<file path="src/rtl/core/tdgc_pkg.sv">
// tdgc_pkg: types and constants shared by the drive and gimbal command unit
// holds the controller state type, the command and status structs, register indexes
// no dependencies
package tdgc_pkg;

    typedef enum logic [2:0] {
        ST_IDLE,
        ST_MUL1,
        ST_MUL2,
        ST_MUL3,
        ST_FIN
    } t_state;

    typedef struct packed {
        logic load;
        logic mul1;
        logic mul2;
        logic mul3;
        logic fin;
    } t_dp_cmd;

    typedef struct packed {
        logic out_free;
    } t_dp_sts;

    typedef struct packed {
        logic signed [17:0] pos;
        logic [10:0]        rate;
        logic               hit;
        logic               fault;
    } t_axis_res;

    // configuration register indexes
    localparam logic [2:0] CFG_SPIN_THRESHOLD    = 3'd0;
    localparam logic [2:0] CFG_DUTY_FULL_SCALE   = 3'd1;
    localparam logic [2:0] CFG_PAN_POS_LIMIT     = 3'd2;
    localparam logic [2:0] CFG_PAN_NEG_LIMIT     = 3'd3;
    localparam logic [2:0] CFG_TILT_TOP_LIMIT    = 3'd4;
    localparam logic [2:0] CFG_TILT_BOTTOM_LIMIT = 3'd5;
    localparam logic [2:0] CFG_PAN_MAX_RATE      = 3'd6;
    localparam logic [2:0] CFG_TILT_MAX_RATE     = 3'd7;

    // reset values
    localparam logic [6:0]  RST_SPIN_THRESHOLD    = 7'd80;
    localparam logic [19:0] RST_DUTY_FULL_SCALE   = 20'd500000;
    localparam logic [15:0] RST_PAN_POS_LIMIT     = 16'd28000;
    localparam logic [15:0] RST_PAN_NEG_LIMIT     = 16'd28000;
    localparam logic [15:0] RST_TILT_TOP_LIMIT    = 16'd18000;
    localparam logic [15:0] RST_TILT_BOTTOM_LIMIT = 16'd18000;
    localparam logic [15:0] RST_PAN_MAX_RATE      = 16'd50000;
    localparam logic [15:0] RST_TILT_MAX_RATE     = 16'd5000;

    localparam logic [7:0]  SPIN_SPEED = 8'd90;
    localparam logic [27:0] DUTY_MAX   = 28'hFFFFFFF;

    // ceil(2^34/127): exact floor division by 127 for 27-bit values
    localparam logic [27:0] RECIP_127_L = 28'd135274561;
    localparam int          RECIP_L_SH  = 34;
    // ceil(2^22/127): exact floor division by 127 for 15-bit values
    localparam logic [15:0] RECIP_127_S = 16'd33027;
    localparam int          RECIP_S_SH  = 22;

    localparam logic signed [18:0] POS_MAX = 19'sd131071;
    localparam logic signed [18:0] POS_MIN = -19'sd131072;

endpackage

</file>
<file path="src/rtl/core/tdgc_ctrl.sv">
// tdgc_ctrl: sequencer for the drive and gimbal command unit
// steps the datapath through its multiply stages; depends on tdgc_pkg
module tdgc_ctrl
    import tdgc_pkg::*;
(
    input  logic    i_clk,
    input  logic    i_rst_n,
    input  logic    i_in_valid,
    output logic    o_in_ready,
    input  t_dp_sts i_sts,
    output t_dp_cmd o_cmd
);

    t_state r_state;
    t_state n_state;

    always_ff @(posedge i_clk) begin
        if (!i_rst_n) begin
            r_state <= ST_IDLE;
        end else begin
            r_state <= n_state;
        end
    end

    always_comb begin
        n_state    = r_state;
        o_cmd      = '0;
        o_in_ready = 1'b0;
        case (r_state)
            ST_IDLE: begin
                o_in_ready = 1'b1;
                if (i_in_valid) begin
                    o_cmd.load = 1'b1;
                    n_state    = ST_MUL1;
                end
            end
            ST_MUL1: begin
                o_cmd.mul1 = 1'b1;
                n_state    = ST_MUL2;
            end
            ST_MUL2: begin
                o_cmd.mul2 = 1'b1;
                n_state    = ST_MUL3;
            end
            ST_MUL3: begin
                o_cmd.mul3 = 1'b1;
                n_state    = ST_FIN;
            end
            ST_FIN: begin
                // hold until the result register can take the new request
                if (i_sts.out_free) begin
                    o_cmd.fin = 1'b1;
                    n_state   = ST_IDLE;
                end
            end
            default: begin
                n_state = ST_IDLE;
            end
        endcase
    end

endmodule

</file>
<file path="src/rtl/core/tdgc_dp.sv">
// tdgc_dp: datapath of the drive and gimbal command unit
// config registers, track duty multiply chain, gimbal soft limits, result register
// depends on tdgc_pkg
module tdgc_dp
    import tdgc_pkg::*;
(
    input  logic        i_clk,
    input  logic        i_rst_n,
    input  t_dp_cmd     i_cmd,
    output t_dp_sts     o_sts,
    input  logic [39:0] i_in_data,
    input  logic        i_cfg_we,
    input  logic [2:0]  i_cfg_idx,
    input  logic [19:0] i_cfg_data,
    output logic [87:0] o_out_data,
    output logic        o_out_valid,
    input  logic        i_out_ready
);

    // configuration
    logic [6:0]  r_spin_thr;
    logic [19:0] r_full_scale;
    logic [15:0] r_pan_pos_lim;
    logic [15:0] r_pan_neg_lim;
    logic [15:0] r_tilt_top_lim;
    logic [15:0] r_tilt_bot_lim;
    logic [15:0] r_pan_max_rate;
    logic [15:0] r_tilt_max_rate;

    // latched request
    logic signed [7:0] r_turn;
    logic signed [7:0] r_throttle;
    logic signed [7:0] r_pan_in;
    logic signed [7:0] r_tilt_in;
    logic [8:0]        r_mult;

    // gimbal state and staged results
    logic signed [17:0] r_pan_pos;
    logic signed [17:0] r_tilt_pos;
    t_axis_res          r_pan_res;
    t_axis_res          r_tilt_res;

    // duty chain
    logic [26:0] r_y;
    logic [20:0] r_q;
    logic [29:0] r_p;
    logic [14:0] r_v;

    logic        r_out_valid;
    logic [87:0] r_out_data;

    logic              w_spin_r;
    logic              w_spin_l;
    logic signed [7:0] w_neg_thr;
    logic              w_right_fwd;
    logic              w_left_fwd;
    logic [7:0]        w_mag;
    logic [27:0]       w_y;
    logic [54:0]       w_qprod;
    logic [27:0]       w_q127;
    logic [26:0]       w_rem;
    logic [29:0]       w_p;
    logic [15:0]       w_v;
    logic [30:0]       w_tprod;
    logic [29:0]       w_sum;
    logic [27:0]       w_duty;
    t_axis_res         w_pan_res;
    t_axis_res         w_tilt_res;

    function automatic t_axis_res f_axis(
        input logic signed [7:0]  g_in,
        input logic signed [17:0] pos,
        input logic [15:0]        lim_p,
        input logic [15:0]        lim_n,
        input logic [15:0]        max_rate
    );
        logic signed [10:0] cmd;
        logic signed [17:0] lim_hi;
        logic signed [17:0] lim_lo;
        logic signed [18:0] sum;
        logic [10:0]        mag;
        t_axis_res          res;
        cmd       = {g_in, 3'b000};
        lim_hi    = $signed({2'b00, lim_p});
        lim_lo    = $signed(18'd0 - {2'b00, lim_n});
        res.hit   = 1'b0;
        res.fault = 1'b0;
        if ((pos > lim_hi) && (cmd > 11'sd0)) begin
            cmd     = 11'sd0;
            res.hit = 1'b1;
        end else if ((pos < lim_lo) && (cmd < 11'sd0)) begin
            cmd     = 11'sd0;
            res.hit = 1'b1;
        end
        sum = pos + cmd;
        if (sum > POS_MAX) begin
            res.pos = POS_MAX[17:0];
        end else if (sum < POS_MIN) begin
            res.pos = POS_MIN[17:0];
        end else begin
            res.pos = sum[17:0];
        end
        mag = cmd[10] ? 11'(-cmd) : 11'(cmd);
        if ({5'd0, mag} > max_rate) begin
            res.rate  = 11'd0;
            res.fault = 1'b1;
        end else begin
            res.rate = mag;
        end
        return res;
    endfunction

    // track speeds: both tracks always share one magnitude
    always_comb begin
        w_neg_thr = $signed(8'd0 - {1'b0, r_spin_thr});
        w_spin_r  = r_turn > $signed({1'b0, r_spin_thr});
        w_spin_l  = r_turn < w_neg_thr;
        if (w_spin_r) begin
            w_right_fwd = 1'b0;
            w_left_fwd  = 1'b1;
            w_mag       = SPIN_SPEED;
        end else if (w_spin_l) begin
            w_right_fwd = 1'b1;
            w_left_fwd  = 1'b0;
            w_mag       = SPIN_SPEED;
        end else begin
            w_right_fwd = ~r_throttle[7];
            w_left_fwd  = ~r_throttle[7];
            w_mag       = r_throttle[7] ? 8'(8'd0 - r_throttle) : r_throttle;
        end
    end

    assign w_pan_res  = f_axis(r_pan_in, r_pan_pos, r_pan_pos_lim, r_pan_neg_lim,
                               r_pan_max_rate);
    assign w_tilt_res = f_axis(r_tilt_in, r_tilt_pos, r_tilt_top_lim, r_tilt_bot_lim,
                               r_tilt_max_rate);

    // duty = mult * (y div 127) + (mult * (y mod 127)) div 127, y = full_scale * mag
    assign w_y     = {8'd0, r_full_scale} * {20'd0, w_mag};
    assign w_qprod = {28'd0, r_y} * {27'd0, RECIP_127_L};
    assign w_q127  = {r_q, 7'd0} - {7'd0, r_q};
    assign w_rem   = r_y - w_q127[26:0];
    assign w_p     = {9'd0, r_q} * {21'd0, r_mult};
    assign w_v     = {7'd0, r_mult} * {9'd0, w_rem[6:0]};
    assign w_tprod = {16'd0, r_v} * {15'd0, RECIP_127_S};
    assign w_sum   = r_p + {21'd0, w_tprod[RECIP_S_SH +: 9]};
    assign w_duty  = (w_sum > {2'b00, DUTY_MAX}) ? DUTY_MAX : w_sum[27:0];

    always_ff @(posedge i_clk) begin
        if (!i_rst_n) begin
            r_spin_thr      <= RST_SPIN_THRESHOLD;
            r_full_scale    <= RST_DUTY_FULL_SCALE;
            r_pan_pos_lim   <= RST_PAN_POS_LIMIT;
            r_pan_neg_lim   <= RST_PAN_NEG_LIMIT;
            r_tilt_top_lim  <= RST_TILT_TOP_LIMIT;
            r_tilt_bot_lim  <= RST_TILT_BOTTOM_LIMIT;
            r_pan_max_rate  <= RST_PAN_MAX_RATE;
            r_tilt_max_rate <= RST_TILT_MAX_RATE;
        end else if (i_cfg_we) begin
            case (i_cfg_idx)
                CFG_SPIN_THRESHOLD:    r_spin_thr      <= i_cfg_data[6:0];
                CFG_DUTY_FULL_SCALE:   r_full_scale    <= i_cfg_data;
                CFG_PAN_POS_LIMIT:     r_pan_pos_lim   <= i_cfg_data[15:0];
                CFG_PAN_NEG_LIMIT:     r_pan_neg_lim   <= i_cfg_data[15:0];
                CFG_TILT_TOP_LIMIT:    r_tilt_top_lim  <= i_cfg_data[15:0];
                CFG_TILT_BOTTOM_LIMIT: r_tilt_bot_lim  <= i_cfg_data[15:0];
                CFG_PAN_MAX_RATE:      r_pan_max_rate  <= i_cfg_data[15:0];
                CFG_TILT_MAX_RATE:     r_tilt_max_rate <= i_cfg_data[15:0];
                default: begin
                end
            endcase
        end
    end

    always_ff @(posedge i_clk) begin
        if (!i_rst_n) begin
            r_pan_pos  <= '0;
            r_tilt_pos <= '0;
        end else if (i_cmd.mul1) begin
            r_pan_pos  <= w_pan_res.pos;
            r_tilt_pos <= w_tilt_res.pos;
        end
    end

    // payload registers
    always_ff @(posedge i_clk) begin
        if (i_cmd.load) begin
            r_turn     <= $signed(i_in_data[7:0]);
            r_throttle <= $signed(i_in_data[15:8]);
            r_pan_in   <= $signed(i_in_data[23:16]);
            r_tilt_in  <= $signed(i_in_data[31:24]);
            r_mult     <= {1'b0, i_in_data[39:32]} + 9'd1;
        end
        if (i_cmd.mul1) begin
            r_y        <= w_y[26:0];
            r_pan_res  <= w_pan_res;
            r_tilt_res <= w_tilt_res;
        end
        if (i_cmd.mul2) begin
            r_q <= w_qprod[RECIP_L_SH +: 21];
        end
        if (i_cmd.mul3) begin
            r_p <= w_p;
            r_v <= w_v[14:0];
        end
        if (i_cmd.fin) begin
            r_out_data <= {2'b00,
                           r_tilt_res.fault, r_pan_res.fault,
                           r_tilt_res.hit, r_pan_res.hit,
                           r_tilt_res.rate, r_pan_res.rate,
                           ~r_tilt_in[7], ~r_pan_in[7],
                           w_duty, w_duty,
                           w_left_fwd, w_right_fwd};
        end
    end

    always_ff @(posedge i_clk) begin
        if (!i_rst_n) begin
            r_out_valid <= 1'b0;
        end else if (i_cmd.fin) begin
            r_out_valid <= 1'b1;
        end else if (i_out_ready) begin
            r_out_valid <= 1'b0;
        end
    end

    assign o_sts.out_free = ~r_out_valid | i_out_ready;
    assign o_out_valid    = r_out_valid;
    assign o_out_data     = r_out_data;

endmodule

</file>
<file path="src/rtl/core/teleop_drive_and_gimbal_command_unit.sv">
// teleop_drive_and_gimbal_command_unit: top level of the drive and gimbal command unit
// the result is registered after the sequencer steps through MUL1, MUL2, MUL3 and FIN (plus any output stall)
// the unit takes no new request until it is back in IDLE, so the three-multiply duty chain that the
// sequencer steps through handles one request at a time
// reset: synchronous active low; config registers return to defaults, gimbal positions to zero
// depends on tdgc_pkg, tdgc_ctrl, tdgc_dp
module teleop_drive_and_gimbal_command_unit
    import tdgc_pkg::*;
(
    input  logic        i_clk,
    input  logic        i_rst_n,
    // turn[7:0], throttle[15:8], gimbal_pan[23:16], gimbal_tilt[31:24], mode_code[39:32]
    input  logic [39:0] s_axis_tdata,
    input  logic        s_axis_tvalid,
    output logic        s_axis_tready,
    // right_forward[0], left_forward[1], right_duty[29:2], left_duty[57:30],
    // pan_positive[58], tilt_positive[59], pan_rate[70:60], tilt_rate[81:71],
    // pan_limit_hit[82], tilt_limit_hit[83], pan_rate_fault[84], tilt_rate_fault[85]
    output logic [87:0] m_axis_tdata,
    output logic        m_axis_tvalid,
    input  logic        m_axis_tready,
    input  logic        i_cfg_we,
    input  logic [2:0]  i_cfg_idx,
    input  logic [19:0] i_cfg_data
);

    t_dp_cmd w_cmd;
    t_dp_sts w_sts;

    tdgc_ctrl u_ctrl (
        .i_clk      (i_clk),
        .i_rst_n    (i_rst_n),
        .i_in_valid (s_axis_tvalid),
        .o_in_ready (s_axis_tready),
        .i_sts      (w_sts),
        .o_cmd      (w_cmd)
    );

    tdgc_dp u_dp (
        .i_clk       (i_clk),
        .i_rst_n     (i_rst_n),
        .i_cmd       (w_cmd),
        .o_sts       (w_sts),
        .i_in_data   (s_axis_tdata),
        .i_cfg_we    (i_cfg_we),
        .i_cfg_idx   (i_cfg_idx),
        .i_cfg_data  (i_cfg_data),
        .o_out_data  (m_axis_tdata),
        .o_out_valid (m_axis_tvalid),
        .i_out_ready (m_axis_tready)
    );

endmodule

</file>
<file path="config.mk">
export PLATFORM = sky130hd
export DESIGN_NAME = teleop_drive_and_gimbal_command_unit
export DESIGN_NICKNAME = d
export VERILOG_FILES = /design/src/rtl/core/tdgc_pkg.sv /design/src/rtl/core/tdgc_ctrl.sv /design/src/rtl/core/tdgc_dp.sv /design/src/rtl/core/teleop_drive_and_gimbal_command_unit.sv
export SDC_FILE = /design/constraint.sdc
export NUM_CORES = 2
export LEC_CHECK = 0
export BUFFER_PORTS_ARGS = -buffer_cell sky130_fd_sc_hd__buf_2
export CAP_MARGIN = 20
export CORE_ASPECT_RATIO = 0.6
export CORE_MARGIN = 2
export CORE_UTILIZATION = 50
export DETAILED_ROUTE_END_ITERATION = 10
export GPL_ROUTABILITY_DRIVEN = 0
export PLACE_DENSITY = 0.76
export SETUP_SLACK_MARGIN = 0.02
export SYNTH_ARGS = -nofsm -noshare
export SYNTH_HDL_FRONTEND = slang
export SYNTH_HIERARCHICAL = 1
export SYNTH_SLANG_ARGS = --single-unit
</file>
<file path="constraint.sdc">
create_clock -name i_clk -period 7.9 [get_ports i_clk]
set_input_delay 1.185 -clock i_clk [delete_from_list [all_inputs] [get_ports i_clk]]
set_output_delay 1.185 -clock i_clk [all_outputs]
set_load 0.05 [all_outputs]
</file>
**After elaboration in Yosys (flattened, before gate mapping)**

Index checks and enable logic that the tools add are counted.

- Flip-flop bits (word level): 409
- Logic and storage cells: 130

- $add $sub $neg: 12
- $mul: 5
- $lt $le $gt $ge: 17
- Equal/unequal tests: 13
- Muxes and demuxes: 33
- Bitwise operators: 5
- Reductions and logical operators: 16

Operators with widths:

| cell | number |
|---|---|
| two-way mux 18 bit | 4 |
| two-way mux 11 bit | 6 |
| multiplier 27 x 28 -> 55 bit (second input constant) | 1 |
| adder 18 x 11 -> 19 bit | 2 |
| > comparator 19 x 18 -> 1 bit (second input constant) | 2 |
| < comparator 19 x 18 -> 1 bit (second input constant) | 2 |
| > comparator 18 x 17 -> 1 bit | 2 |
| < comparator 18 x 17 -> 1 bit | 2 |
| subtractor 1 x 16 -> 17 bit (first input constant) | 2 |
| > comparator 11 x 16 -> 1 bit | 2 |
| multiplier 15 x 16 -> 31 bit (second input constant) | 1 |
| adder 30 x 9 -> 30 bit | 1 |
| > comparator 30 x 28 -> 1 bit (second input constant) | 1 |
| multiplier 21 x 9 -> 30 bit | 1 |
| two-way mux 28 bit | 1 |
| multiplier 20 x 8 -> 27 bit | 1 |
| two-way mux 8 bit | 3 |
| > comparator 11 x 1 -> 1 bit (second input constant) | 2 |
| < comparator 11 x 1 -> 1 bit (second input constant) | 2 |
| negator 11 bit | 2 |
| AND reduction 2 bit | 9 |
| two-way mux 1 bit | 16 |
| equality test 3 bit (second input constant) | 5 |
| multiplier 9 x 7 -> 15 bit | 1 |
| other kinds (18) | 30 |

**Depth between registers and ports, before layout**

- Depth in word-level cells: 9
- Gate-level depth with buffers: 35

**Cells and area by module**

Netlist, hierarchy kept.

By module, submodules not included:

| module | times used | cells an instance | area an instance (um^2) | sequential area each (um^2) |
|---|---|---|---|---|
| tdgc_dp | 1 | 3859 | 36112.1 | 9308.9 |
| tdgc_ctrl | 1 | 18 | 178.9 | 60.1 |

**Worst setup path before layout**

Ideal clock, no wire load.

- Path type: reg2reg
- Start: register u_dp.r_spin_thr[0]
- End: register u_dp.r_y[26] (data pin)
- Library setup time: 0.260 ns
- Data arrival time: 7.158 ns
- Required time: 7.640 ns
- Path slack: 0.482 ns
- Cell stages (with the launch flop): 35
- Buffers on the path: 1
- Period minus slack after synthesis: 7.418 ns
- Path through: dfxtp_1 inv_1 ha_1 inv_1 ha_1 nor2b_1 o21a_1 o21a_1 o21a_1 o21a_1 o21ai_0 a31o_2 nor2_1 and4_1 clkbuf_1 nand2_1 fa_1 fa_1 inv_1 fa_1 inv_1 fa_1 inv_1 ha_1 o21ai_0 nand2_1 o311a_1 or3_1 o31a_1 a41o_1 a221o_1 o211ai_1 a21oi_1 nor2_1 xnor2_1

- Word-level cells in the longest chain between the ends: 5
- Elaborated cells between the ends (all ways): 6
- Classes of those cells: 1 x add/sub; 1 x mul; 2 x order compare; 2 x mux

Ends and longest elaborated chain:

| element | line | text |
|---|---|---|
| start, declared | tdgc_dp.sv:21 | `logic [6:0] r_spin_thr;` |
| start signal, assigned | tdgc_dp.sv:161 | `CFG_SPIN_THRESHOLD: r_spin_thr <= i_cfg_data[6:0];` |
| subtractor 1 x 7 -> 8 bit | tdgc_dp.sv:115 | `w_neg_thr = $signed(8'd0 - {1'b0, r_spin_thr});` |
| < comparator 8 bit | tdgc_dp.sv:117 | `w_spin_l = r_turn < w_neg_thr;` |
| two-way mux 8 bit | tdgc_dp.sv:122 | `end else if (w_spin_l) begin` |
| two-way mux 8 bit * | tdgc_dp.sv:118 | `if (w_spin_r) begin` |
| multiplier 20 x 8 -> 27 bit * | tdgc_dp.sv:139 | `assign w_y = {8'd0, r_full_scale} * {20'd0, w_mag};` |
| named net u_dp.w_y[26] | tdgc_dp.sv:58 | `logic [27:0] w_y;` |
| end signal, assigned | tdgc_dp.sv:195 | `r_y <= w_y[26:0];` |
| end, declared | tdgc_dp.sv:44 | `logic [26:0] r_y;` |

The timed path passes the listed nets; every way through them passes the cells marked *.
A chain may end at the register's enable or synchronous reset.

**Worst setup path in the final report**

- Start: register u_dp.r_spin_thr[1]
- End: register u_dp.r_y[26] (data pin)

Same word-level chain as after synthesis.

==> summary.md <==
| Metric | Value |
|---|---|
| Largest net degree at the start of global routing | 66 |
| Skew-Pair Late Insertion Delay | 590 ps |
| Drt pass-1 iters | 6 |
| Final number of setup-violating endpoints | 0 |
| Vias per inst | 5.522 |
| CTS Buffer Depth | 3 |
| Post-Route WL | 86580 um |
| Sequential element share of the synthesized area | 25.82% |
| H-tree depth | 2 |
| Yosys reg bits | 365 |
| Avg WL per Cell | 17.45 um |
| Layout cell share with drive strength beyond 1 | 8.229% |
| Async set-reset flop share out of synthesis | 0% |
| Post-DRT Antenna Nets | 0 |
| Final slew viol count | 0 |
| Cells after synthesis | 3877 |
| Met2 GRT Util | 32.63% |
| Io pins | 158 |
| Layout area overhead | 8.523% |
| # nets final | 4867 |
| Ant. Diodes | 0 |
| Starting DRC count in detailed routing | 2623 |
| Relative slew slack | 29.76% |
| First-pass GRT wire length | 139100 um |
| Final hold violations | 0 |
| Skew final | 36.33 ps |
| Core ar. | 71790 um^2 |
| Critical Path Fanout Max | 18 |
| Startpoint types | register |
| Post-synth EDFFs | 206 |
| Number of global-route vias before repair | 26121 |
| YS warnings | 6 |
| Reg clk slew, reported paths | 60 ps |
| Die Y-Extent | 212.7 um |
| Min-Delay Path Depth | 0 |
| Post-route setup slack | 236.8 ps |
| # Max-Cap Violations | 0 |
| Initial antenna violation count | 0 |
| WP data required | 8210 ps |
| Simple-Gate Fraction of Synth Area | 15.72% |
| Critical path class | reg2reg |
| Std cell rows | 76 |
| Multiplexer share of the synthesized area | 0.02758% |
| Post-synthesis share of cell area spent on xor and xnor gates | 4.344% |
| Met3 usage | 5.227% |
| Worst-Margin Slew | 1047 ps |
| RSZ-0062 raised after global routing | true |
| Total track usage | 23.28% |
| Class of the worst hold path | reg2reg |
| Die area | 74820 um^2 |
| GRT Residual Overflow | 0 |
| Die X-Extent | 351.8 um |
| Dominant synthesized flop cell | edfxtp_1 |
| Crit path time final | 7663 ps |
| Adder-Cell Fraction of Synth Area | 36.45% |
| DR vias | 27393 |
| CP max stage delay | 560 ps |
| Synth Area in Compound Gates | 9.767% |
| Port Buffer Count | 149 |
| Remaining DRCs | 0 |
| Status | finished, final reports clean |
| Syn Area/Cell | 9.361 um^2 |
| Dpl hpwl | 67540 um |
| GR peak layer | met1 |
| Starting density of the core | 50.55% |
| CTS tree | built |
| Final period util | 97.00% |
| CP max-delay cell | fa_1 |
| Main combinational cell family by area after synthesis | adder cells |
| Cell variety after synth | 76 |
| Critical Path AT | 7970 ps |
| Worst Setup End Kind | register |
| Reg2Reg Depth | 34 |
| CTS buffer count | 38 |
| FILL cells | 6209 |
| Clock Root Buffer | clkbuf_16 |
| Met1 usage | 36.40% |
| Clock sink count | 365 |
| Synth Cell Area | 36290 um^2 |
| DP Worst Slack | -229.4 ps |
| Max Fclk | 0.1305 GHz |
==> Yosys cell counts (all sizes together) (108+ instances only) <==
| master | n | area (um^2) |
|---|---|---|
| xnor2 | 108 | 945.9 |
| nand2 | 550 | 2064 |
| ha | 515 | 6444 |
| o21ai | 108 | 540.5 |
| a21oi | 227 | 1162 |
| nor2 | 114 | 427.9 |
| edfxtp | 206 | 6186 |
| inv | 540 | 2027 |
| fa | 325 | 6506 |
| clkbuf | 123 | 471.7 |
| and2 | 202 | 1264 |
| dfxtp | 159 | 3183 |
==> path summary, 6_finish.rpt <==
kind,from,endpoint,slack [ps]
worst min-delay path,u_dp/r_tilt_res[8]$_SDFFCE_PP0P_,u_dp/o_out_data[77]$_DFFE_PP_,420
worst min register to register,u_dp/r_tilt_res[8]$_SDFFCE_PP0P_,u_dp/o_out_data[77]$_DFFE_PP_,420
worst max-delay path,u_dp/r_spin_thr[1]$_SDFFE_PN0P_,u_dp/r_y[26]$_DFFE_PP_,240
worst max register to register,u_dp/r_spin_thr[1]$_SDFFE_PN0P_,u_dp/r_y[26]$_DFFE_PP_,240
==> critical path, delay by kind of cell, from the launching register on <==
kind            cells  cell delay, ps
flops               1             340
xor+xnor            1              70
fa+ha+maj           7            2970
buf+inv             6             570
compound gates     12            2290
simple gates        8            1160
==> cell usage in the layout, fill, tap and decap left out, types with 7 or more instances in the layout <==
master and count:
nand2b_1 34, a21oi_2 7, buf_4 52, conb_1 8, maj3_1 20, a21oi_1 220
or2_2 7, nand2_1 546, buf_2 149, a21o_1 46, inv_1 540, a211oi_1 11
nor4_1 14, clkbuf_1 7, maj3_2 7, xnor2_1 108, clkinv_1 7, and4_1 7
nor2b_1 35, o21a_1 29, clkbuf_16 39, o21bai_1 22, o21ai_0 103, and2_1 201
edfxtp_1 206, fa_1 325, o31ai_1 7, o211ai_1 28, a31o_2 7, and3_1 52
xor2_1 72, ha_1 513, dfxtp_1 158, nand4_1 27, nand3_1 68, or3_1 10
nor3_1 42, a31oi_1 8, nor2_1 112, a21boi_0 19
==> per-layer routing <==
| metal | vias to the layer above | routed length [um] | part of all wire (%) |
|---|---|---|---|
| met5 | - | 0 | 0 |
| met4 | 0 | 1466 | 1.7 |
| met3 | 101 | 8609 | 9.9 |
| met2 | 1080 | 35180 | 41 |
| met1 | 13244 | 41330 | 48 |
| li1 | 12968 | - | - |
==> area by class of cell <==
cell class / instances / area [um^2] / share of cell area [%]
Timing Repair Buffer: 206 / 1231 / 3.126
Clock inverter: 20 / 231.5 / 0.5877
Sequential cell: 365 / 9370 / 23.79
Inverter: 541 / 2031 / 5.156
Tap cell: 975 / 1220 / 3.098
Clock buffer: 47 / 1016 / 2.580
Multi-Input combinational cell: 2807 / 24280 / 61.66
==> what timing repair did <==
item	CTS	global route
hold buffers	0	0
setup endpoints to repair	3	34
gates resized for setup	10	28
pin swaps	8	16
setup buffers	4	2
gates cloned	1	1
hold endpoints to repair	0	0
==> cell families after synthesis <==
group / count (synthesis)
simple gates: 1189
fa+ha+maj: 867
buf+inv: 713
compound gates: 561
flops: 365
xor+xnor: 180
other cells: 1
mux: 1
==> sequential cells by signal (all words and copies together) (netlist names), 9 cells and up <==
signal and count:
u_dp/r_v 15, u_dp/r_pan_max_rate 16, u_dp/r_tilt_pos 16, u_dp/r_full_scale 20
u_dp/r_pan_pos 16, u_dp/o_out_data 52, u_dp/r_pan_pos_lim 16, u_dp/r_p 30
u_dp/r_tilt_top_lim 16, u_dp/r_q 21, u_dp/r_tilt_res 10, u_dp/r_tilt_bot_lim 16
u_dp/r_mult 9, u_dp/r_pan_neg_lim 16, u_dp/r_pan_res 10, u_dp/r_y 27
u_dp/r_tilt_max_rate 16
==> through the flow <==
step	setup TNS [ps]	hold slack, ps	util [%]	cells	instance area (um^2)
finish	0	419.4	54.86	4961	39380
global route	-302.1	424.0	54.86	4961	39380
CTS	0	419.0	54.60	4955	39200
detailed placement	-256.2	404.5	52.74	4883	37860
global placement	0	402.7	52.74	4883	37860
floorplan	0	400.3	-	3884	36320
Power is left out: the tool's default activity adds up to more than one toggle a clock period on the data nets, which glitch-free logic cannot reach.
